==> src/rtl/pbu_pkg.sv <==
package pbu_pkg;

  localparam int unsigned CFG_W      = 13;
  localparam int unsigned CHAN_W     = 8;
  localparam int unsigned NUM_W      = 24;
  localparam int unsigned DEN_W      = 16;
  localparam int unsigned ADDR_W     = 24;
  localparam int unsigned NUM_LANES  = 4;
  localparam int unsigned DIV_STEPS  = 8;
  localparam int unsigned LANE_DEPTH = 2 + DIV_STEPS;
  localparam int unsigned PIPE_DEPTH = LANE_DEPTH + 1;

  localparam logic [CFG_W-1:0] WIDTH_RESET  = 13'd640;
  localparam logic [CFG_W-1:0] HEIGHT_RESET = 13'd480;

  typedef enum logic [1:0] {
    ACT_REPLACE = 2'd0,
    ACT_ADD     = 2'd1,
    ACT_MULT    = 2'd2,
    ACT_OVER    = 2'd3
  } action_e;

  typedef enum logic [0:0] {
    REG_WIDTH  = 1'b0,
    REG_HEIGHT = 1'b1
  } reg_idx_e;

  typedef struct packed {
    logic [PIPE_DEPTH-1:0] en;
  } pipe_ctrl_t;

  // floor(x/255), exact for x up to 255*255
  function automatic logic [CHAN_W-1:0] div255(input logic [DEN_W-1:0] x);
    logic [DEN_W:0] t;
    t = (DEN_W+1)'(x) + (DEN_W+1)'(1) + (DEN_W+1)'(x[DEN_W-1:CHAN_W]);
    return t[DEN_W-1:CHAN_W];
  endfunction

endpackage

==> src/rtl/pbu_addr.sv <==
module pbu_addr #(
  parameter int unsigned DIM_W = 13
) (
  input  logic                        clk_i,
  input  pbu_pkg::pipe_ctrl_t         ctrl_i,
  input  logic signed [15:0]          pos_x_i,
  input  logic signed [15:0]          pos_y_i,
  input  logic [DIM_W-1:0]            width_i,
  input  logic [DIM_W-1:0]            height_i,
  output logic                        inside_o,
  output logic [pbu_pkg::ADDR_W-1:0]  addr_o
);

  localparam int unsigned AW    = pbu_pkg::ADDR_W;
  localparam int unsigned MUL_W = DIM_W + 16;
  localparam int unsigned SUM_W = (MUL_W + 1 > AW) ? MUL_W + 1 : AW;
  localparam int unsigned NDLY  = pbu_pkg::LANE_DEPTH - 1;

  logic             inside_w;
  logic [MUL_W-1:0] mul_q;
  logic [15:0]      x_q;
  logic             in0_q;
  logic [SUM_W-1:0] sum_w;

  logic [AW-1:0] addr_q   [NDLY];
  logic          inside_q [NDLY];

  assign inside_w = !pos_x_i[15] && !pos_y_i[15] &&
                    (32'(pos_x_i[14:0]) < 32'(width_i)) &&
                    (32'(pos_y_i[14:0]) < 32'(height_i));

  always_ff @(posedge clk_i) begin
    if (ctrl_i.en[0]) begin
      mul_q <= MUL_W'(width_i) * MUL_W'(pos_y_i);
      x_q   <= pos_x_i;
      in0_q <= inside_w;
    end
  end

  assign sum_w = SUM_W'(mul_q) + SUM_W'(x_q);

  always_ff @(posedge clk_i) begin
    if (ctrl_i.en[1]) begin
      addr_q[0]   <= sum_w[AW-1:0];
      inside_q[0] <= in0_q;
    end
  end

  for (genvar j = 1; j < NDLY; j++) begin : g_dly
    always_ff @(posedge clk_i) begin
      if (ctrl_i.en[1+j]) begin
        addr_q[j]   <= addr_q[j-1];
        inside_q[j] <= inside_q[j-1];
      end
    end
  end

  assign inside_o = inside_q[NDLY-1];
  assign addr_o   = addr_q[NDLY-1];

endmodule

==> config.mk <==
export PLATFORM = sky130hd
export DESIGN_NAME = pbu_addr
export DESIGN_NICKNAME = d
export VERILOG_FILES = /design/src/rtl/pbu_pkg.sv /design/src/rtl/pbu_addr.sv
export SDC_FILE = /design/constraint.sdc
export NUM_CORES = 1
export LEC_CHECK = 0
export ABC_AREA = 1
export BUFFER_PORTS_ARGS = -buffer_cell sky130_fd_sc_hd__buf_2
export CORE_ASPECT_RATIO = 0.7
export CORE_MARGIN = 3
export CORE_UTILIZATION = 60
export DETAILED_ROUTE_END_ITERATION = 7
export GPL_TIMING_DRIVEN = 0
export HOLD_SLACK_MARGIN = 0.08
export PLACE_DENSITY = 0.79
export SYNTH_ARGS = -nofsm -noshare
export SYNTH_HDL_FRONTEND = slang
export SYNTH_SLANG_ARGS = --single-unit
==> constraint.sdc <==
create_clock -name clk_i -period 7 [get_ports clk_i]
set_input_delay 1.05 -clock clk_i [delete_from_list [all_inputs] [get_ports clk_i]]
set_output_delay 1.05 -clock clk_i [all_outputs]
set_load 0.1 [all_outputs]
======== After elaboration in Yosys (flattened, before gate mapping) ========
Memories as Yosys holds them, arrays and structs flattened.
Index checks and enable logic that the tools add are counted.
cells by class
  muxes and demuxes ....................... 18
  reductions and logical operators ........ 5
  $mul .................................... 1
  magnitude comparators ................... 2
  add/sub/neg operators ................... 1
operator list
  kind                                                     number
  15-bit by 13-bit less-than comparator with 1-bit output  2
  24-bit by 16-bit adder with 24-bit output                1
  14-bit by 16-bit multiplier with 24-bit output           1
  1-bit 2-to-1 mux                                         18
  1-bit logical AND                                        3
  1-bit logical NOT                                        2
storage, ports and cells
  memories kept ........................... 2
  bits in registers ....................... 41
  logic and storage cells ................. 32
  input bits .............................. 70
  bits in writable memories ............... 225
  output and inout bits ................... 25
memories
  memory    words  width  read ports  clocked after Yosys merged registers in  write ports  line            source
  addr_q    9      24     9           0                                        9            pbu_addr.sv:25  logic [AW-1:0] addr_q [NDLY];
  inside_q  9      1      9           0                                        9            pbu_addr.sv:26  logic inside_q [NDLY];

======== Logic depth before layout (Yosys ltp) ========
  depth after elaboration ................. 4
  mapped depth ............................ 29
  mapped depth without buffers ............ 27

======== Worst setup path before layout ========
OpenSTA, ideal clock, no wires.
  path kind ............................... input port to flip-flop
  start ................................... input port width_i[4]
  end ..................................... register mul_q[23], data pin
  slack ................................... 0.772 ns
  setup time .............................. 0.252 ns
  path buffers ............................ 2
  stages .................................. 23
  data arrival time ....................... 5.976 ns
  required time ........................... 6.748 ns
  cell sequence ........................... clkbuf_1 clkbuf_1 nand2_1 fa_1 fa_1 inv_1 fa_1 inv_1 fa_1 inv_1 fa_1 inv_1 fa_1 inv_1 ha_1 nand2_1 nor2_1 and3_1 nand2_1 nor2_1 nor2_1 nand3_1 nand2_1
between the ends
  longest elaborated chain between the ends .. 1
ends and longest elaborated chain
  what                                            line            source
  start: declaration                              pbu_addr.sv:8   input logic [DIM_W-1:0] width_i,
  14-bit by 16-bit multiplier with 24-bit output  pbu_addr.sv:34  mul_q <= MUL_W'(width_i) * MUL_W'(pos_y_i);
  end signal: assignment                          pbu_addr.sv:34
  end: declaration                                pbu_addr.sv:20  logic [MUL_W-1:0] mul_q;
Every way passes these cells.
A chain may end at the register's enable or synchronous reset.

======== Worst setup path in the final report ========
  start ................................... input port width_i[3]
  end ..................................... register mul_q[16], data pin
The elaborated chain is that of the path after synthesis.

==> impl_metrics.json <==
{
  "outcome": "finished, final reports clean",
  "start_util_pct": 61.3,
  "critPathMostFrequentCell": "fa_1",
  "path_max_fanout": 10,
  "rsz0062_at_grt": "no",
  "wl_per_cell_um": 19.6,
  "num_vias": 11300,
  "fin_hold_ws_ns": 0.401,
  "wl_mm": 41.2,
  "synth-seq-cells": 266,
  "seq_area_frac_synth_pct": 46.6,
  "max_clock_freq_ghz": 0.147,
  "grtUsageMet3_pct": 8.25,
  "fp.coreArea_um2": 27900,
  "dpl_worst_slack_ns": -0.383,
  "area_growth_pct": 10.0,
  "worstPathCellList": "clkbuf_1 -> clkbuf_2 -> nand2_1 -> fa_1 -> fa_1 -> inv_1 -> fa_1 -> inv_1 -> fa_1 -> inv_1 -> fa_1 -> inv_1 -> fa_1 -> inv_1 -> ha_1 -> a21oi_1 -> nor2_1 -> nor2_1 -> nor2_1 -> nor2_1 -> o21ai_0 -> xor2_1",
  "hp-class": "reg -> reg",
  "final_common_cell": "inv_1",
  "slew_violations": 0,
  "ys_types": 33,
  "critPathTopFamily": "adder cells",
  "crit_required_ns": 7.24,
  "hold_viol": 0,
  "viasPerCell": 5.40,
  "n_fill_cell": 2012,
  "cts_buffer_depth": 3,
  "rrSetupSlack_ns": 4.67,
  "power_mw": 9.59,
  "drive_gt1_share_pct": 10.2,
  "grt_start_max_net_pins": 42,
  "detail-route-antenna-nets": 0,
  "synth_area_per_cell_um2": 10.7,
  "portBuffers": 82,
  "cpPeakStageDelay_ns": 0.55,
  "p_clk_share_pct": 14.7,
  "post_cts_buffers": 0,
  "layout_common_cells": "398 x inv_1, 366 x nand2_1, 266 x edfxtp_1",
  "die_h_um": 147,
  "synth-main-ff-cell": "edfxtp_1",
  "nNetsFinal": 2045,
  "layout_min_cycle_time_ns": 6.81,
  "critPathBufInv": 7,
  "first_pass_iters": 7,
  "start_kind": "primary input",
  "diodes": 0,
  "hpwl_mm": 30.6,
  "critPathSlowestCell": "fa_1",
  "num_rows": 51,
  "cts.htree.levels": 1,
  "synth_top_area_cell": "edfxtp_1",
  "grt_pass1_wl_mm": 65.4,
  "io_pins": 95,
  "comb_power_share_pct": 60.2,
  "mappedNetlistNets": 1938,
  "setup_tns_ns": 0,
  "grt_use_met2_pct": 42.9,
  "p_switching_mw": 4.52,
  "cts_inserted_buffers": 23,
  "drc": 0,
  "endpoint_kind": "register",
  "syn_area_um2": 17100,
  "p_leak_nw": 9.33,
  "p_int_mw": 5.07,
  "yosysWarnings": 0,
  "fin_worst_skew_ns": 0.0294,
  "relSlewSlack_pct": 39.7,
  "setup_violations": 0,
  "die-area_um2": 30700,
  "ir_worst_vdd_uv": 637,
  "syn_inst": 1605,
  "met1_usage_pct": 39.3,
  "sw_frac_of_total_pct": 47.2,
  "power_density_nw_per_um2": 509,
  "clockRootBuffer": "clkbuf_16",
  "pwr-share-seq_pct": 25.0,
  "async_reset_ff_share_pct": 0,
  "cts_tree": "done",
  "netlist_top_cells_area": "edfxtp_1 47%, fa_1 19%, inv_1 8.7%",
  "drtIter0Drc": 1252,
  "worst_pin_slew_ns": 0.904,
  "antenna_found_initial": 0,
  "grt_pass1_vias": 11800,
  "top_usage_layer": "met2",
  "grt.total_usage_pct": 27.9,
  "post-route-period-util_pct": 97.3,
  "clk_pin_slew_ns": 0.08,
  "yosysTopAreaCellShare_pct": 46.6,
  "cts_sinks": 266,
  "fin_ws_ns": 0.187,
  "critPathKind": "in -> reg",
  "dieWidth_um": 208,
  "clock_latency_ns": 0.53,
  "cap_viol_max_count": 0,
  "synth-edff-count": 266,
  "final_util_pct": 67.5,
  "gp_congestion": 0.993,
  "arrival_ns": 7.05,
  "grt_overflow": 0
}
[final timing paths]
path / from / endpoint / cells after the start
setup reg to reg: mul_q[0] / addr_q[0][22] / 12
hold reg to reg: addr_q[0][10] / addr_q[0][34] / 0
setup / recovery: width_i[3] / mul_q[16] / 22
hold / removal: addr_q[0][10] / addr_q[0][34] / 0
[cell type report]
| type | instances | area [um2] | area share, % |
|---|---|---|---|
| sequential | 266 | 7990 | 42.4 |
| clock buffer | 23 | 576 | 3.05 |
| multi-input combinational | 876 | 7310 | 38.8 |
| inverter | 398 | 1490 | 7.92 |
| buffer | 65 | 353 | 1.87 |
| timing repair buffer | 82 | 410 | 2.18 |
| tap | 371 | 464 | 2.46 |
| clock inverter | 19 | 264 | 1.40 |
[Yosys cell counts, drive strengths merged, types with 4 or more instances]
master / count
nand4: 10
buf: 30
ha: 101
o211ai: 4
clkbuf: 35
nor2: 47
nand2: 376
edfxtp: 266
o21ai: 19
a21oi: 51
xor2: 28
nand3: 46
xnor2: 6
fa: 162
inv: 398
nand3b: 4
nor3: 6
[sequential cells by signal (all words and copies together), names as in the netlist]
name and flops:
in0_q 1, addr_q 216, x_q 16, inside_q 9
mul_q 24
[layer usage]
metal	vias up	wire length [um]
li1	5147	-
met1	5447	16700
met2	640	18300
met3	97	4970
met4	0	1210
met5	-	0
[per-stage QoR]
stage	instance area (um2)	cells
finish	18900	2100
detailed placement	18000	2058
floorplan	17100	1605
global placement	18000	2058
CTS	18900	2100
global route	18900	2100
[cells by family after synthesis]
| family | count (synthesis) | share of synthesized area (%) |
|---|---|---|
| adder cells (fa/ha/maj) | 263 | 26.3 |
| AO/OA/AOI/OAI | 85 | 2.72 |
| AND/OR/NAND/NOR | 494 | 11.9 |
| buffers and inverters | 463 | 10.7 |
| flip-flops | 266 | 46.6 |
| XOR/XNOR | 34 | 1.74 |
[power groups by stage]
stage	clock, mW	combinational, mW	sequential (mW)
6_report	1.41	5.78	2.40
5_1_grt	1.50	6.49	2.42
4_1_cts	1.43	5.70	2.40
3_5_place_dp	0	5.60	2.43
3_3_place_gp	0	5.55	2.41
2_1_floorplan	0	3.84	2.39
[what timing repair did]
action                                  4_1_cts  5_1_grt
gates resized for setup                       0        8
hold buffers                                  0        0
endpoints found under the setup margin        0       12
(Power assumes the default switching activity.)
