**src/rtl/pbu_pkg.sv**
```systemverilog
package pbu_pkg;

  localparam int unsigned CFG_W      = 13;
  localparam int unsigned CHAN_W     = 8;
  localparam int unsigned NUM_W      = 24;
  localparam int unsigned DEN_W      = 16;
  localparam int unsigned ADDR_W     = 24;
  localparam int unsigned NUM_LANES  = 4;
  localparam int unsigned DIV_STEPS  = 8;
  localparam int unsigned LANE_DEPTH = 2 + DIV_STEPS;
  localparam int unsigned PIPE_DEPTH = LANE_DEPTH + 1;

  localparam logic [CFG_W-1:0] WIDTH_RESET  = 13'd640;
  localparam logic [CFG_W-1:0] HEIGHT_RESET = 13'd480;

  typedef enum logic [1:0] {
    ACT_REPLACE = 2'd0,
    ACT_ADD     = 2'd1,
    ACT_MULT    = 2'd2,
    ACT_OVER    = 2'd3
  } action_e;

  typedef enum logic [0:0] {
    REG_WIDTH  = 1'b0,
    REG_HEIGHT = 1'b1
  } reg_idx_e;

  typedef struct packed {
    logic [PIPE_DEPTH-1:0] en;
  } pipe_ctrl_t;

  // floor(x/255), exact for x up to 255*255
  function automatic logic [CHAN_W-1:0] div255(input logic [DEN_W-1:0] x);
    logic [DEN_W:0] t;
    t = (DEN_W+1)'(x) + (DEN_W+1)'(1) + (DEN_W+1)'(x[DEN_W-1:CHAN_W]);
    return t[DEN_W-1:CHAN_W];
  endfunction

endpackage

```
**src/rtl/pbu_ctrl.sv**
```systemverilog
module pbu_ctrl (
  input  logic                clk_i,
  input  logic                rst_ni,
  input  logic                in_valid_i,
  output logic                in_ready_o,
  output logic                out_valid_o,
  input  logic                out_ready_i,
  output pbu_pkg::pipe_ctrl_t ctrl_o
);

  localparam int unsigned N = pbu_pkg::PIPE_DEPTH;

  logic [N-1:0] vld_q, vld_d;
  logic [N-1:0] en;

  // a stage moves when it is empty or the one after it moves
  always_comb begin
    en[N-1] = !vld_q[N-1] || out_ready_i;
    for (int i = N - 2; i >= 0; i--) begin
      en[i] = !vld_q[i] || en[i+1];
    end
  end

  always_comb begin
    vld_d = vld_q;
    if (en[0]) begin
      vld_d[0] = in_valid_i;
    end
    for (int i = 1; i < N; i++) begin
      if (en[i]) begin
        vld_d[i] = vld_q[i-1];
      end
    end
  end

  always_ff @(posedge clk_i or negedge rst_ni) begin
    if (!rst_ni) begin
      vld_q <= '0;
    end else begin
      vld_q <= vld_d;
    end
  end

  assign in_ready_o  = en[0];
  assign out_valid_o = vld_q[N-1];
  assign ctrl_o.en   = en;

endmodule

```
**config.mk**
```make
export PLATFORM = sky130hd
export DESIGN_NAME = pbu_ctrl
export DESIGN_NICKNAME = d
export VERILOG_FILES = /design/src/rtl/pbu_pkg.sv /design/src/rtl/pbu_ctrl.sv
export SDC_FILE = /design/constraint.sdc
export NUM_CORES = 1
export LEC_CHECK = 0
export ABC_AREA = 1
export BUFFER_PORTS_ARGS = -buffer_cell sky130_fd_sc_hd__buf_2
export CORE_AREA = 2 2 39 41
export CTS_CLUSTER_DIAMETER = 150
export CTS_CLUSTER_SIZE = 25
export DETAILED_ROUTE_END_ITERATION = 10
export DIE_AREA = 0 0 41 43
export PLACE_DENSITY_LB_ADDON = 0.2
export SKIP_CTS_REPAIR_TIMING = 1
export SYNTH_ARGS = -nofsm -noshare
export SYNTH_HDL_FRONTEND = slang
export SYNTH_SLANG_ARGS = --single-unit
```
**constraint.sdc**
```tcl
create_clock -name clk_i -period 1.25 [get_ports clk_i]
set_input_delay 0.25 -clock clk_i [delete_from_list [all_inputs] [get_ports clk_i]]
set_output_delay 0.25 -clock clk_i [all_outputs]
set_load 0.02 [all_outputs]
```
Yosys cells after proc, flatten, opt, wreduce, memory -nomap -nowiden
Cells that the tools add are included.
W data, S select, Z words.

storage, ports and cells
  logic and storage cells = 33
  input port bits = 4
  output and inout port bits = 13
  register bits after elaboration = 11

operators by class
  reductions and logical operators = 22

operator list
  cell                number
  $logic_not A1 Y1    11
  $logic_or A1 B1 Y1  11

Longest topological paths before layout
Gate-level depths: netlist of the first run.

  word-level depth = 12
  depth in mapped cells = 7
  depth with buffers taken out = 7

Worst setup path after synthesis of the first run
OpenSTA, ideal clock, no wires.

  path type = register -> output
  start point = register vld_q[10]
  end point = output ctrl_o[0] (netlist bit)
  path buffers = 1
  stages on the path, launching flop included = 7
  required time = 1.000 ns
  slack = -0.640 ns
  data arrival time = 1.640 ns
  cells stage by stage = dfrtp_1 -> nand4_4 -> nor2_4 -> nand4_4 -> nor2_4 -> nand4_2 -> buf_4

RTL lines
  item                    RTL line        text
  start, declared         pbu_ctrl.sv:13  logic [N-1:0] vld_q, vld_d;
  start signal, assigned  pbu_ctrl.sv:40  vld_q <= vld_d;
  end, declared           pbu_ctrl.sv:8   output pbu_pkg::pipe_ctrl_t ctrl_o

Worst setup path after layout of the first run
  start point = register vld_q[10]
  end point = output in_ready_o

between the ends
  word-level cells in the longest chain between the ends = 12

RTL lines
  item                              RTL line        text
  $logic_not A1 Y1                  pbu_ctrl.sv:18  en[N-1] = !vld_q[N-1] || out_ready_i;
  $logic_or A1 B1 Y1                pbu_ctrl.sv:18
  $logic_or A1 B1 Y1 (10 in a row)  pbu_ctrl.sv:20  en[i] = !vld_q[i] || en[i+1];
  end, declared                     pbu_ctrl.sv:5   output logic in_ready_o,

No other way between the ends.

==> impl_metrics.py, run 1 <==
metrics = {
    "run_status": {
        "status": "finished, violations left",
        "violations": "negative setup slack",
    },
    "yosys": {
        "ys_warn_count": 0,
        "synth_top_area_cell": "dfrtp_1",
        "post_synth_instance_area_sq_um": 483,
        "yosysSeqAreaShare_pct": 57.0,
        "ys_ff_latch": 11,
        "yosysTopAreaCellShare_pct": 57.0,
        "synth.distinct_cells": 10,
        "syn_nets": 50,
        "avgSynthCellArea_sq_um": 10.5,
        "synth_cells": 46,
        "ys_top_cells_by_area": "dfrtp_1 57%, inv_1 9.3%, nand2_1 9.3%",
    },
    "timing": {
        "fmax_mhz": 573,
        "finalSetupViolations": 10,
        "rsz0062_at_grt": "true",
        "hold_viol_final": 0,
        "period_share_pct": 140,
        "finalWorstSetupSlack_ps": -494,
        "slew_headroom_pct": 84.4,
        "finalMaxSlewViolations": 0,
        "fin_worst_skew_ps": 2.62,
        "tightestPinTransition_ps": 234,
        "min_period_ps": 1740,
    },
    "clock_network": {
        "cts_buffers": 3,
        "cts_tree": "done",
        "cts_buffer_depth": 2,
        "cts.sinks": 11,
        "clkTransAtPathRegs_ps": 60,
        "clkLatencyLatePin_ps": 260,
        "cts-htree-levels": 1,
        "ctsRootBufferMaster": "clkbuf_4",
    },
    "route": {
        "drc": 0,
        "viasPerCell": 4.07,
        "dr.pass1.iters": 2,
        "first_iter_violations": 1,
        "wire_per_inst_um": 9.08,
        "num_vias": 374,
        "antenna_left": 0,
        "drt-total-wl_um": 835,
    },
    "min_path": {
        "holdCritPathClass": "primary input to register",
    },
    "critical_path": {
        "start_kind": "register",
        "critPathArrivalTime_ps": 1490,
        "required_ps": 1000,
        "worst_setup_path_end_kind": "primary output",
        "path_max_fanout": 5,
        "crit_type": "register to primary output",
    },
    "floorplan": {
        "die_h_um": 43,
        "core_sq_mm": 0.00138,
        "num_io_pins": 17,
        "initial_core_util_pct": 34.9,
        "die_w_um": 41,
        "die_area_sq_mm": 0.00176,
        "num_rows": 14,
    },
    "final_layout": {
        "largest-register": "vld_q",
        "antenna_cells": 0,
        "drive_above_1_share_pct": 52.6,
        "largest_reg_flops": 11,
        "final_cell_mix": "12 x nand2_1, 12 x buf_4, 11 x inv_1",
        "finalInstanceArea_sq_um": 738,
        "syn_to_final_growth_pct": 52.8,
        "fin_nets": 81,
        "reg.largest.list": "vld_q (11)",
    },
    "power_and_ir_drop": {
        "power_leakage_nw": 0.385,
        "ir_worst_vdd_mv": 1.17,
        "power_density_mw_per_mm2": 1760,
        "finalPower_w": 0.00130,
    },
    "place": {
        "place_congestion": 0.604,
        "place_hpwl_um": 617,
        "placed_cell_area_sq_um": 631,
        "port_buffers": 16,
    },
    "grt": {
        "gr-total-overflow": 0,
        "grt_first_pass_wirelength_mm": 1.22,
        "grt_max_degree": 12,
        "grt_usage_pct": 10.3,
        "grt_pass1_vias": 312,
        "grt_antenna_before_repair": 0,
    },
    "job": {
        "drv_cap": 0,
    },
}
## synth_stat cells
cell / number
nand3_2: 1
inv_1: 12
or2_2: 2
buf_4: 1
nand4_4: 2
nor2_4: 2
nand4_2: 1
nand3_1: 2
dfrtp_1: 11
nand2_1: 12
## routing by layer
| layer | track usage, % | vias up | routed length, um |
|---|---|---|---|
| li1 | - | 198 | - |
| met1 | 14.0 | 164 | 371 |
| met2 | 14.1 | 12 | 409 |
| met3 | 3.14 | 0 | 54 |
| met4 | 6.00 | 0 | 0 |
| met5 | 0 | - | 0 |
## final cells by class
type,count,area [sq um]
clock buffer,4,26.3
tap,16,20.0
timing repair buffer,27,201
sequential,11,277
fill,133,646
inverter,12,45.0
multi-input combinational,22,169
## logic make-up after synthesis
family	synth area share, %
buf+inv	10.9
flops	57.0
simple gates	32.1
## report_power, final
group          leakage (nW)  internal, W  switching [W]
registers             0.111     0.000429      0.0000726
clock network        0.0150     0.000123       0.000108
logic                 0.258     0.000271       0.000299
total                 0.385     0.000823       0.000479
## worst max-delay path: stages, from the launching register on
cell and delay (ps):
dfrtp_2 410, nand4_4 120, nor2_4 130, nand4_4 100, nor2_4 180, nand4_4 110, buf_2 180
## through the flow
stage	util, %	std cells	hold WS, ps	setup TNS, ps	setup slack (ps)
3_3_place_gp	45.6	83	131	-1160	-225
4_1_cts	47.5	87	-153	-3600	-495
6_report	53.3	92	165	-3770	-494
3_5_place_dp	45.6	83	127	-1430	-256
2_1_floorplan	-	46	-45.6	-2390	-485
5_1_grt	53.3	92	173	-4660	-583
## final timing paths
| check | from | to | slack (ps) | cells after the start |
|---|---|---|---|---|
| max in group asynchronous | rst_ni | vld_q[10]$_DFFE_PN0P_ | 660 | 2 |
| worst min register to register | vld_q[7]$_DFFE_PN0P_ | vld_q[8]$_DFFE_PN0P_ | 490 | 2 |
| worst min-delay path | in_valid_i | vld_q[0]$_DFFE_PN0P_ | 170 | 3 |
| worst max-delay path | vld_q[10]$_DFFE_PN0P_ | in_ready_o | -490 | 6 |
| min in group asynchronous | rst_ni | vld_q[7]$_DFFE_PN0P_ | 380 | 2 |
| worst max register to register | vld_q[10]$_DFFE_PN0P_ | vld_q[0]$_DFFE_PN0P_ | -180 | 8 |
No activity file was read; power rests on OpenSTA's default activity.
==> run 2, diff against run 1 <==
Settings changed: PLACE_DENSITY from default to 0.72, PLACE_DENSITY_LB_ADDON 0.2 to default, SETUP_SLACK_MARGIN from default to 0.4.
==> run 2 against run 1 <==
  * The flow still finishes with violations (negative setup slack)
  * Via count is 4.3% higher
  * Die area unchanged
  * Non-clock buffer count is 2 higher
  * Combinational power up 3.5%
  * Global-route usage rose by 1.0 points
  * Wire length grew 4.1%
  * Sequential cell count is the same
  * Hold slack got worse by 2.0 ps
==> impl_metrics.py, run 2 (synthesis results as in run 1) <==
metrics = {
    "route": {
        "antenna_left": 0,
        "drc": 0,
        "dr.pass1.iters": 4,
        "num_vias": 390,
        "viasPerCell": 4.15,
        "first_iter_violations": 3,
        "wire_per_inst_um": 9.24,
        "drt-total-wl_um": 869,
    },
    "min_path": {
        "worstHoldPathCells": 3,
        "whs_endpoint": "vld_q[0]$_DFFE_PN0P_",
        "holdCritPathClass": "primary input to register",
        "hp-start": "in_valid_i",
    },
    "critical_path": {
        "r2r_slack_ps": 100,
        "worst_setup_path_end_kind": "primary output",
        "worstReg2RegEnd": "vld_q[0]$_DFFE_PN0P_",
        "r2r_start": "vld_q[9]$_DFFE_PN0P_",
        "critPathArrivalTime_ps": 1450,
        "crit_type": "register to primary output",
        "path_max_fanout": 5,
        "rr_worst_depth": 6,
        "start_kind": "register",
        "required_ps": 1000,
    },
    "clock_network": {
        "cts_buffers": 3,
        "cts_buffer_depth": 2,
        "cts-htree-levels": 1,
        "cts_tree": "done",
        "clkLatencyLatePin_ps": 270,
        "clkTransAtPathRegs_ps": 60,
        "ctsRootBufferMaster": "clkbuf_4",
        "cts.sinks": 11,
    },
    "place": {
        "place_hpwl_um": 653,
        "place_congestion": 0.629,
        "dp_cells": 86,
        "port_buffers": 16,
        "preCtsSetupSlack_ps": -222,
    },
    "final_layout": {
        "regArea_sq_um": 277,
        "fillers": 133,
        "instances_no_fill": 94,
        "largest-register": "vld_q",
        "syn_to_final_growth_pct": 59.1,
        "drive_above_1_share_pct": 53.8,
        "largest_reg_flops": 11,
        "reg.largest.list": "vld_q (11)",
        "fin_nets": 83,
        "final_cell_mix": "12 x inv_1, 12 x buf_4, 11 x nand2_1",
        "multi_input_area_sq_um": 176,
        "antenna_cells": 0,
    },
    "power_and_ir_drop": {
        "power_leakage_nw": 0.398,
        "p_comb_share_pct": 44.5,
        "p_sw_share_pct": 36.4,
        "ir_worst_vdd_mv": 1.35,
        "switchingPower_w": 0.000482,
        "pwr-share-clk_pct": 17.6,
        "p_int_w": 0.000843,
        "seq_power_share_pct": 37.9,
        "power_density_mw_per_mm2": 1730,
    },
    "grt": {
        "grt_antenna_before_repair": 0,
        "grt_usage_pct": 11.3,
        "grt_pass1_vias": 303,
        "gr-total-overflow": 0,
        "grt_first_pass_wirelength_mm": 1.25,
        "grt_max_degree": 12,
    },
    "floorplan": {
        "core_sq_mm": 0.00138,
        "die_h_um": 43,
        "initial_core_util_pct": 34.9,
        "die_w_um": 41,
        "num_io_pins": 17,
        "num_rows": 14,
        "die_area_sq_mm": 0.00176,
    },
    "timing": {
        "holdWs_ps": 163,
        "tightestPinTransition_ps": 237,
        "min_period_ps": 1700,
        "slew_headroom_pct": 84.2,
        "period_share_pct": 136,
        "hold_viol_final": 0,
        "finalSetupViolations": 12,
        "finalWorstSetupSlack_ps": -454,
        "fmax_mhz": 587,
        "fin_worst_skew_ps": 3.17,
        "finalMaxSlewViolations": 0,
        "rsz0062_at_grt": "true",
    },
    "run_status": {
        "violations": "negative setup slack",
        "status": "finished, violations left",
    },
    "job": {
        "drv_cap": 0,
    },
}
## run 2: cell types whose count changed in the layout (fill, tap and decap cells not counted)
| cell | delta |
|---|---|
| nand2_1 | -1 |
| inv_1 | +1 |
| nand2_4 | +1 |
| buf_6 | +2 |
| inv_2 | -1 |
## run 2: critical path, cell delays in order (launching register included)
cell and delay (ps):
dfrtp_1 390, nand4_4 130, nor2_4 130, nand4_4 100
nor2_4 170, nand4_4 100, buf_2 180
## run 2: worst max path at each step
| stage | startpoint | to | slack, ps | depth (start not counted) |
|---|---|---|---|---|
| floorplan | vld_q[10]$_DFFE_PN0P_ | ctrl_o[0] | -490 | 6 |
| CTS | vld_q[8]$_DFFE_PN0P_ | ctrl_o[0] | -480 | 6 |
| global placement | out_ready_i | ctrl_o[0] | -180 | 8 |
| detailed placement | out_ready_i | ctrl_o[0] | -220 | 8 |
| finish | vld_q[9]$_DFFE_PN0P_ | ctrl_o[0] | -450 | 6 |
| global route | vld_q[9]$_DFFE_PN0P_ | ctrl_o[0] | -550 | 6 |
## run 2: power by group through the flow
stage               combinational (W)  clock [W]  sequential (W)
finish                       0.000590   0.000233        0.000503
global placement             0.000511          0        0.000505
CTS                          0.000517   0.000240        0.000503
floorplan                    0.000301          0        0.000503
detailed placement           0.000515          0        0.000509
global route                 0.000647   0.000259        0.000513
## run 2: routing by layer
layer	share of wire (%)	up-vias	track usage [%]
met4	2.0	0	6.00
met1	41	167	13.6
met2	48	17	14.7
met3	9.4	4	7.85
li1	-	202	-
met5	0	-	0
## run 2: final cells by class
cell class | instances | area share, %
inverter | 12 | 5.86
sequential | 11 | 36.0
timing repair buffer | 29 | 29.2
tap | 16 | 2.61
clock buffer | 4 | 3.42
multi-input combinational | 22 | 23.0
## run 2: metrics by stage
stage	utilization (%)	total power, W	instance area [sq um]	setup TNS [ps]
after detailed placement	47.2	0.00102	653	-1120
after global placement	47.2	0.00102	653	-933
after CTS	49.1	0.00126	679	-3620
after floorplan	-	0.000804	493	-2390
final	55.5	0.00133	768	-3580
after global routing	55.5	0.00142	768	-4620
