File: src/rtl/pbu_pkg.sv
package pbu_pkg;

  localparam int unsigned CFG_W      = 13;
  localparam int unsigned CHAN_W     = 8;
  localparam int unsigned NUM_W      = 24;
  localparam int unsigned DEN_W      = 16;
  localparam int unsigned ADDR_W     = 24;
  localparam int unsigned NUM_LANES  = 4;
  localparam int unsigned DIV_STEPS  = 8;
  localparam int unsigned LANE_DEPTH = 2 + DIV_STEPS;
  localparam int unsigned PIPE_DEPTH = LANE_DEPTH + 1;

  localparam logic [CFG_W-1:0] WIDTH_RESET  = 13'd640;
  localparam logic [CFG_W-1:0] HEIGHT_RESET = 13'd480;

  typedef enum logic [1:0] {
    ACT_REPLACE = 2'd0,
    ACT_ADD     = 2'd1,
    ACT_MULT    = 2'd2,
    ACT_OVER    = 2'd3
  } action_e;

  typedef enum logic [0:0] {
    REG_WIDTH  = 1'b0,
    REG_HEIGHT = 1'b1
  } reg_idx_e;

  typedef struct packed {
    logic [PIPE_DEPTH-1:0] en;
  } pipe_ctrl_t;

  // floor(x/255), exact for x up to 255*255
  function automatic logic [CHAN_W-1:0] div255(input logic [DEN_W-1:0] x);
    logic [DEN_W:0] t;
    t = (DEN_W+1)'(x) + (DEN_W+1)'(1) + (DEN_W+1)'(x[DEN_W-1:CHAN_W]);
    return t[DEN_W-1:CHAN_W];
  endfunction

endpackage

File: src/rtl/pbu_lane.sv
module pbu_lane (
  input  logic                             clk_i,
  input  pbu_pkg::pipe_ctrl_t              ctrl_i,
  input  logic [pbu_pkg::CHAN_W-1:0]       s_i,
  input  logic [pbu_pkg::CHAN_W-1:0]       d_i,
  input  logic [pbu_pkg::CHAN_W-1:0]       sa_i,
  input  logic [pbu_pkg::CHAN_W-1:0]       da_i,
  input  pbu_pkg::action_e                 act_i,
  output logic [pbu_pkg::CHAN_W-1:0]       res_o,
  output logic [pbu_pkg::CHAN_W-1:0]       den_div_o,
  output logic                             over_o
);

  localparam int unsigned CW = pbu_pkg::CHAN_W;
  localparam int unsigned NW = pbu_pkg::NUM_W;
  localparam int unsigned DW = pbu_pkg::DEN_W;
  localparam int unsigned NS = pbu_pkg::DIV_STEPS;

  // stage 0: products
  logic [DW-1:0]    p1_q, p2_q, sd_q;
  logic [CW:0]      sum_q;
  logic [CW-1:0]    s0_q, d0_q, sa0_q;
  pbu_pkg::action_e act0_q;

  always_ff @(posedge clk_i) begin
    if (ctrl_i.en[0]) begin
      p1_q   <= DW'(sa_i) * DW'(s_i);
      p2_q   <= DW'(8'd255 - sa_i) * DW'(da_i);
      sd_q   <= DW'(s_i) * DW'(d_i);
      sum_q  <= (CW+1)'(s_i) + (CW+1)'(d_i);
      s0_q   <= s_i;
      d0_q   <= d_i;
      sa0_q  <= sa_i;
      act0_q <= act_i;
    end
  end

  // stage 1: numerator, denominator, simple actions
  logic [NW:0]   num_w;
  logic [DW:0]   den_w;
  logic [CW-1:0] fix_w;

  always_comb begin
    num_w = ((NW+1)'(p1_q) << 8) - (NW+1)'(p1_q) + ((NW+1)'(p2_q) * (NW+1)'(d0_q));
    den_w = ((DW+1)'(sa0_q) << 8) - (DW+1)'(sa0_q) + (DW+1)'(p2_q);
    case (act0_q)
      pbu_pkg::ACT_REPLACE: fix_w = s0_q;
      pbu_pkg::ACT_ADD:     fix_w = sum_q[CW] ? 8'd255 : sum_q[CW-1:0];
      pbu_pkg::ACT_MULT:    fix_w = pbu_pkg::div255(sd_q);
      default:              fix_w = '0;
    endcase
  end

  logic [NW-1:0] rem_q  [NS];
  logic [CW-1:0] quo_q  [NS+1];
  logic [DW-1:0] den_q  [NS+1];
  logic [CW-1:0] fix_q  [NS+1];
  logic [CW-1:0] dd_q   [NS+1];
  logic          over_q [NS+1];

  always_ff @(posedge clk_i) begin
    if (ctrl_i.en[1]) begin
      rem_q[0]  <= num_w[NW-1:0];
      quo_q[0]  <= '0;
      den_q[0]  <= den_w[DW-1:0];
      fix_q[0]  <= fix_w;
      dd_q[0]   <= pbu_pkg::div255(den_w[DW-1:0]);
      over_q[0] <= (act0_q == pbu_pkg::ACT_OVER);
    end
  end

  // restoring division, one quotient bit per stage, MSB first
  for (genvar j = 0; j < NS; j++) begin : g_div
    localparam int unsigned K = NS - 1 - j;
    logic [NW-1:0] dsh;
    logic          take;
    assign dsh  = NW'(den_q[j]) << K;
    assign take = (rem_q[j] >= dsh);

    always_ff @(posedge clk_i) begin
      if (ctrl_i.en[2+j]) begin
        quo_q[j+1]  <= {quo_q[j][CW-2:0], take};
        den_q[j+1]  <= den_q[j];
        fix_q[j+1]  <= fix_q[j];
        dd_q[j+1]   <= dd_q[j];
        over_q[j+1] <= over_q[j];
      end
    end

    if (j < NS - 1) begin : g_rem
      always_ff @(posedge clk_i) begin
        if (ctrl_i.en[2+j]) begin
          rem_q[j+1] <= take ? (rem_q[j] - dsh) : rem_q[j];
        end
      end
    end
  end

  // both alphas zero gives a zero colour
  assign res_o     = over_q[NS] ? ((den_q[NS] == '0) ? '0 : quo_q[NS]) : fix_q[NS];
  assign den_div_o = dd_q[NS];
  assign over_o    = over_q[NS];

endmodule

File: config.mk
export PLATFORM = sky130hd
export DESIGN_NAME = pbu_lane
export DESIGN_NICKNAME = d
export VERILOG_FILES = /design/src/rtl/pbu_pkg.sv /design/src/rtl/pbu_lane.sv
export SDC_FILE = /design/constraint.sdc
export NUM_CORES = 2
export LEC_CHECK = 0
export BUFFER_PORTS_ARGS = -buffer_cell sky130_fd_sc_hd__buf_2
export CAP_MARGIN = 20
export CORE_MARGIN = 2
export CORE_UTILIZATION = 50
export CTS_CLUSTER_SIZE = 25
export DETAILED_ROUTE_END_ITERATION = 10
export HOLD_SLACK_MARGIN = 0.1
export MAX_ROUTING_LAYER = met4
export PLACE_DENSITY = 0.71
export RECOVER_POWER = 100
export SYNTH_ARGS = -nofsm -noshare
export SYNTH_HDL_FRONTEND = slang
export SYNTH_SLANG_ARGS = --single-unit
File: constraint.sdc
create_clock -name clk_i -period 8.6 [get_ports clk_i]
set_input_delay 0.43 -clock clk_i [delete_from_list [all_inputs] [get_ports clk_i]]
set_output_delay 0.43 -clock clk_i [all_outputs]
set_load 0.03 [all_outputs]
[After elaboration in Yosys (flattened, before gate mapping)]
Memories as Yosys holds them, arrays and structs flattened.
Index checks and enable logic that the tools add are counted.
Storage, ports and cells
  register bits: 83
  memories: 6
  ROM bits: 0
  logic and storage cells: 77
  latch bits: 0
  memory bits (writable): 561
  output and inout port bits: 17
  input port bits: 46
Memory list
  rem_q: depth 8, width 24, read ports 8, clocked after Yosys merged registers in 0, write ports 8, line pbu_lane.sv:54  | logic [NW-1:0] rem_q [NS];
  den_q: depth 9, width 16, read ports 9, clocked after Yosys merged registers in 0, write ports 9, line pbu_lane.sv:56  | logic [DW-1:0] den_q [NS+1];
  dd_q: depth 9, width 8, read ports 9, clocked after Yosys merged registers in 0, write ports 9, line pbu_lane.sv:58  | logic [CW-1:0] dd_q [NS+1];
  fix_q: depth 9, width 8, read ports 9, clocked after Yosys merged registers in 0, write ports 9, line pbu_lane.sv:57  | logic [CW-1:0] fix_q [NS+1];
  quo_q: depth 9, width 8, read ports 9, clocked after Yosys merged registers in 0, write ports 9, line pbu_lane.sv:55  | logic [CW-1:0] quo_q [NS+1];
  over_q: depth 9, width 1, read ports 9, clocked after Yosys merged registers in 0, write ports 9, line pbu_lane.sv:59  | logic over_q [NS+1];
Cells by class
  reduce and logical (&&, ||, !) cells: 2
  add/subtract/negate cells: 17
  mux-type cells: 29
  $mul: 4
  eq/ne operators: 3
  bitwise operators: 0
  order comparisons: 8
  shifts and indexed selects: 0
  div/mod/pow operators: 0
Operators with widths (count)
  two-way mux 24 bit: 7
  adder 16 x 1 -> 16 bit (second input constant): 2
  adder 16 x 8 -> 16 bit: 2
  multiplier 8 x 8 -> 16 bit: 2
  adder 24 bit: 1
  greater-or-equal comparator 24 x 16 -> 1 bit: 1
  greater-or-equal comparator 24 x 17 -> 1 bit: 1
  greater-or-equal comparator 24 x 18 -> 1 bit: 1
  greater-or-equal comparator 24 x 19 -> 1 bit: 1
  greater-or-equal comparator 24 x 20 -> 1 bit: 1
  greater-or-equal comparator 24 x 21 -> 1 bit: 1
  greater-or-equal comparator 24 x 22 -> 1 bit: 1
  greater-or-equal comparator 24 x 23 -> 1 bit: 1
  multiplier 16 x 8 -> 24 bit: 1
  two-way mux 8 bit: 3
  one-hot mux 8 bit (3 select lines): 1
  subtractor 24 x 16 -> 24 bit: 1
  subtractor 24 x 17 -> 24 bit: 1
  subtractor 24 x 18 -> 24 bit: 1
  subtractor 24 x 19 -> 24 bit: 1
  subtractor 24 x 20 -> 24 bit: 1
  subtractor 24 x 21 -> 24 bit: 1
  subtractor 24 x 22 -> 24 bit: 1
  subtractor 24 x 23 -> 24 bit: 1
  other kinds (10): 28

[Longest topological paths before layout]
  word-level depth: 4
  mapped depth: 21
  gate-level depth less buffers: 21

[Worst setup path after synthesis]
OpenSTA, ideal clock, no wires.
  path kind: register to register
  from: register d0_q[0]
  to: memory rem_q[0][23] in the netlist's numbering, data pin
  data required time: 8.336 ns
  cell stages (with the launch flop): 20
  slack: 2.966 ns
  buffers on the path: 1
  period minus slack after synthesis: 5.634 ns
  arrival: 5.370 ns
  cell sequence: edfxtp_1 > clkbuf_1 > nand2_1 > fa_1 > inv_1 > fa_1 > inv_1 > fa_1 > fa_1 > inv_1 > fa_1 > ha_1 > and3_1 > a221o_1 > a2111oi_0 > o21bai_1 > a31oi_1 > o21ai_1 > o31ai_1 > xnor2_1
RTL lines
  start, declared: line pbu_lane.sv:22  | logic [CW-1:0] s0_q, d0_q, sa0_q;
  start signal, assigned: line pbu_lane.sv:32  | d0_q <= d_i;
  end, declared: line pbu_lane.sv:54

==> summary.txt <==
Placed design
  • Placed instance area: 40600 µm²
  • PortBufs: 61
  • DP Worst Slack: roughly 2.4 ns
  • Global placement routability congestion: 0.883
  • Half-perimeter wire length of the detailed placement result: 54500 µm

Critical path
  • Startpoint of the worst-slack reg-to-reg timing path: d0_q[0]$_DFFE_PP_
  • Critical Path RT: 8.95 ns
  • Worst setup path end: rem_q[0][23]$_DFFE_PP_
  • Type of element capturing the critical path: flip-flop
  • Setup slack on the worst flop-to-flop path: 2.37 ns
  • Destination of the worst register-to-register timing path: rem_q[0][23]$_DFFE_PP_
  • CP Launch Point: d0_q[0]$_DFFE_PP_
  • Startpoint type of the worst setup path: flip-flop
  • R2r worst-path depth: 19
  • Largest fanout on the critical path: 16
  • Arr. time, crit path: 6.58 ns
  • Worst setup path category: flip-flop to flip-flop

Floorplan
  • Cell Rows: 102
  • Num ports: 63
  • Total die area: 80600 µm²
  • Starting density of the core: 50.6%
  • Width of the chip: 284 µm
  • Area inside the core boundary: 77500 µm²
  • Die outline height: 284 µm

Min path
  • Type of the worst min-delay path: primary input to flip-flop

Timing
  • Worst slew margin relative to its limit: -161%
  • Final-layout setup total negative slack: 0 ns
  • Number of failing hold endpoints at the final stage: 0
  • Tcrit/Tclk final: between 70 and 80%
  • Final Skew: 0.0430 ns
  • Final setup violating endpoints: 0
  • Worst path setup slack after routing: about 2.4 ns
  • Transition time of the tightest slew-check pin: 3.92 ns
  • Achievable Freq: between 150 and 200 MHz
  • Unrepaired setup endpoints after global routing: false
  • Number of max-slew violations in the final report: 620
  • Final critical delay including setup and external delays: 6.23 ns

Logic synthesis
  • Post-synthesis mux area share: 0.549%
  • Share of synthesized registers carrying an async set or reset: 0%
  • Net count after synthesis: 4003
  • Flip-flop and latch count after synthesis: ~610
  • Complex-gate fraction of the synthesized area: a little under a tenth
  • Cell area after synthesis: 39200 µm²
  • Count of flip-flops with a built-in enable after synthesis: 608
  • Number of standard cells after synthesis: 3380
  • Average cell area after synthesis: around 12 µm²
  • Share of synthesized cell area in full adder, half adder and majority cells: 22.9%
  • Library cells used by synthesis: 78
  • Simple-gate share of the synthesized area: between 10% and 20%
  • Syn. warnings: 0
  • Leading register cell type out of synthesis: edfxtp_1
  • Dominant combinational cell family by area after synthesis: adder cells
  • Seq/Total Area, Yosys: ~47%
  • XOR/XNOR share of the synthesized area: 3.82%

Layout
  • Leading cell types in the layout, fill and taps excluded: edfxtp_1, inv_1, ha_1
  • N_diodes: 0
  • Register area: 18300 µm²
  • Most common library cell in the layout ignoring fill and taps: edfxtp_1
  • Fraction of layout instances using a drive strength above 1: between 3 and 4%
  • Multi-input combinational cell area: ~19000 µm²
  • Finished Cell Area: ~42000 µm²
  • Count of filler cells inserted in the layout: between 6k and 7k
  • Fin nets: 4075
  • Synthesis-to-finish area growth: 7.96%

Status
  • Run status: finished with violations
  • Failing checks: max-capacitance violations, max-slew violations

Clocking
  • TritonCTS clock tree: built
  • Longest Clk Path Bufs: 3
  • Clock buffers created by TritonCTS: 60
  • Later-pin clock latency in the skew report: about 0.65 ns
  • Clock root buffer: clkbuf_16
  • Post-CTS sizing: 0
  • Sinks on the clock net: a little over 600
  • Maximum level of the CTS H-tree: 2
  • Clock transition at the registers of the reported paths: 0.06 ns

Route
  • Post-route met1 wirelength: 28600 µm
  • Routed wl met2: 36500 µm
  • Detailed Route Iter0 Violations: 1191
  • Via density per instance: 5.26
  • Average detailed-routed wire length per instance: 15.5 µm
  • Count of TritonRoute iterations in the first routing pass: 5
  • Routed wl met3: roughly 2200 µm
  • Count of antenna-violating nets left after detailed routing: 0
  • DR top layer: met4
  • Routed via count: 23.8k
  • Routed Wire Length: 70500 µm
  • Number of remaining DRC errors: 0

Global routing
  • GR Overflow Total: 0
  • Antenna violations before repair: 0
  • Global-route wire length before repair: 119000 µm
  • Via count of the first global-routing pass: 24.8k
  • Pin count of the biggest net entering global routing: 75
  • GRT Util Overall: 18.6%

Job
  • Max-capacitance violation count: 11
-- flip-flops by register name (all words and copies together), names as in the netlist, 16 cells and up --
name	count
p1_q	16
sd_q	16
dd_q	72
den_q	144
fix_q	72
p2_q	16
rem_q	192
quo_q	36
-- cells in the mapped netlist, types with 49 or more instances --
cell      count  share of area, %
edfxtp_1    608                47
inv_1       520               5.0
ha_1        346                11
nand2_1     267               2.6
fa_1        231                12
nor2_1      145               1.4
o21ai_0     144               1.8
a21oi_1     129               1.6
and2_1      129               2.1
xnor2_1     108               2.4
nand2b_1     67               1.1
xor2_1       63               1.4
a21o_1       61               1.2
nor2b_1      60              0.96
clkbuf_1     49              0.47
-- stage by stage --
step	hold WS [ns]	utilization, %	instances
detailed placement	0.405	52.4	4427
finish	0.257	54.6	4533
CTS	0.135	54.8	4533
floorplan	0.400	-	3380
global placement	0.401	52.4	4426
global route	0.259	54.6	4533
-- what timing repair did --
item	in CTS	in global routing
buffers inserted	0	0
hold buffers	3	0
hold endpoints to repair	11	0
-- worst max-delay path, cell delays in order (launching register included) --
cell and delay [ns]:
edfxtp_1 0.72, nand2_1 0.18, fa_1 0.57, inv_1 0.05
fa_1 0.50, inv_1 0.06, fa_1 0.49, fa_1 0.50
inv_1 0.05, fa_1 0.44, ha_1 0.34, and3_1 0.20
a221o_1 0.37, a2111oi_0 0.34, buf_1 0.23, o21bai_1 0.09
a31oi_1 0.27, o21ai_0 0.18, o31ai_1 0.26, xnor2_1 0.11
-- layout make-up --
class / instances / share of cell area (%)
Timing Repair Buffer: 78 / 0.790
Clock buffer: 78 / 3.71
Multi-Input combinational cell: 2182 / 44.0
Clock inverter: 25 / 0.639
Sequential cell: 608 / 43.2
Tap cell: 1040 / 3.08
Inverter: 522 / 4.64
-- worst min path at each step --
stage	depth (start not counted)	endpoint	slack, ns	start
after global placement	0	dd_q[0][69]$_DFFE_PP_	0.40	dd_q[0][61]$_DFFE_PP_
after floorplan	0	dd_q[0][10]$_DFFE_PP_	0.40	dd_q[0][2]$_DFFE_PP_
after detailed placement	0	dd_q[0][23]$_DFFE_PP_	0.40	dd_q[0][15]$_DFFE_PP_
final	2	p2_q[0]$_DFFE_PP_	0.26	da_i[0]
after CTS	1	d0_q[0]$_DFFE_PP_	0.14	d_i[0]
after global routing	1	d0_q[0]$_DFFE_PP_	0.26	d_i[0]
-- cell families (layout without fill, tap and decap cells) --
group / Yosys count / after routing
adder cells (fa/ha/maj): 577 / 577
XOR/XNOR: 171 / 171
multiplexers: 20 / 20
AND/OR/NAND/NOR: 853 / 853
flip-flops: 608 / 608
AO/OA/AOI/OAI: 561 / 561
buffers and inverters: 590 / 703
-- routing by layer --
metal / global-route usage, % / vias to the layer above
met5: - / -
li1: - / 11800
met2: 33.6 / 414
met3: 2.24 / 173
met4: 7.87 / 0
met1: 20.7 / 11400
Power is left out: the tool's default activity adds up to more than one toggle a clock period on the data nets, which glitch-free logic cannot reach.
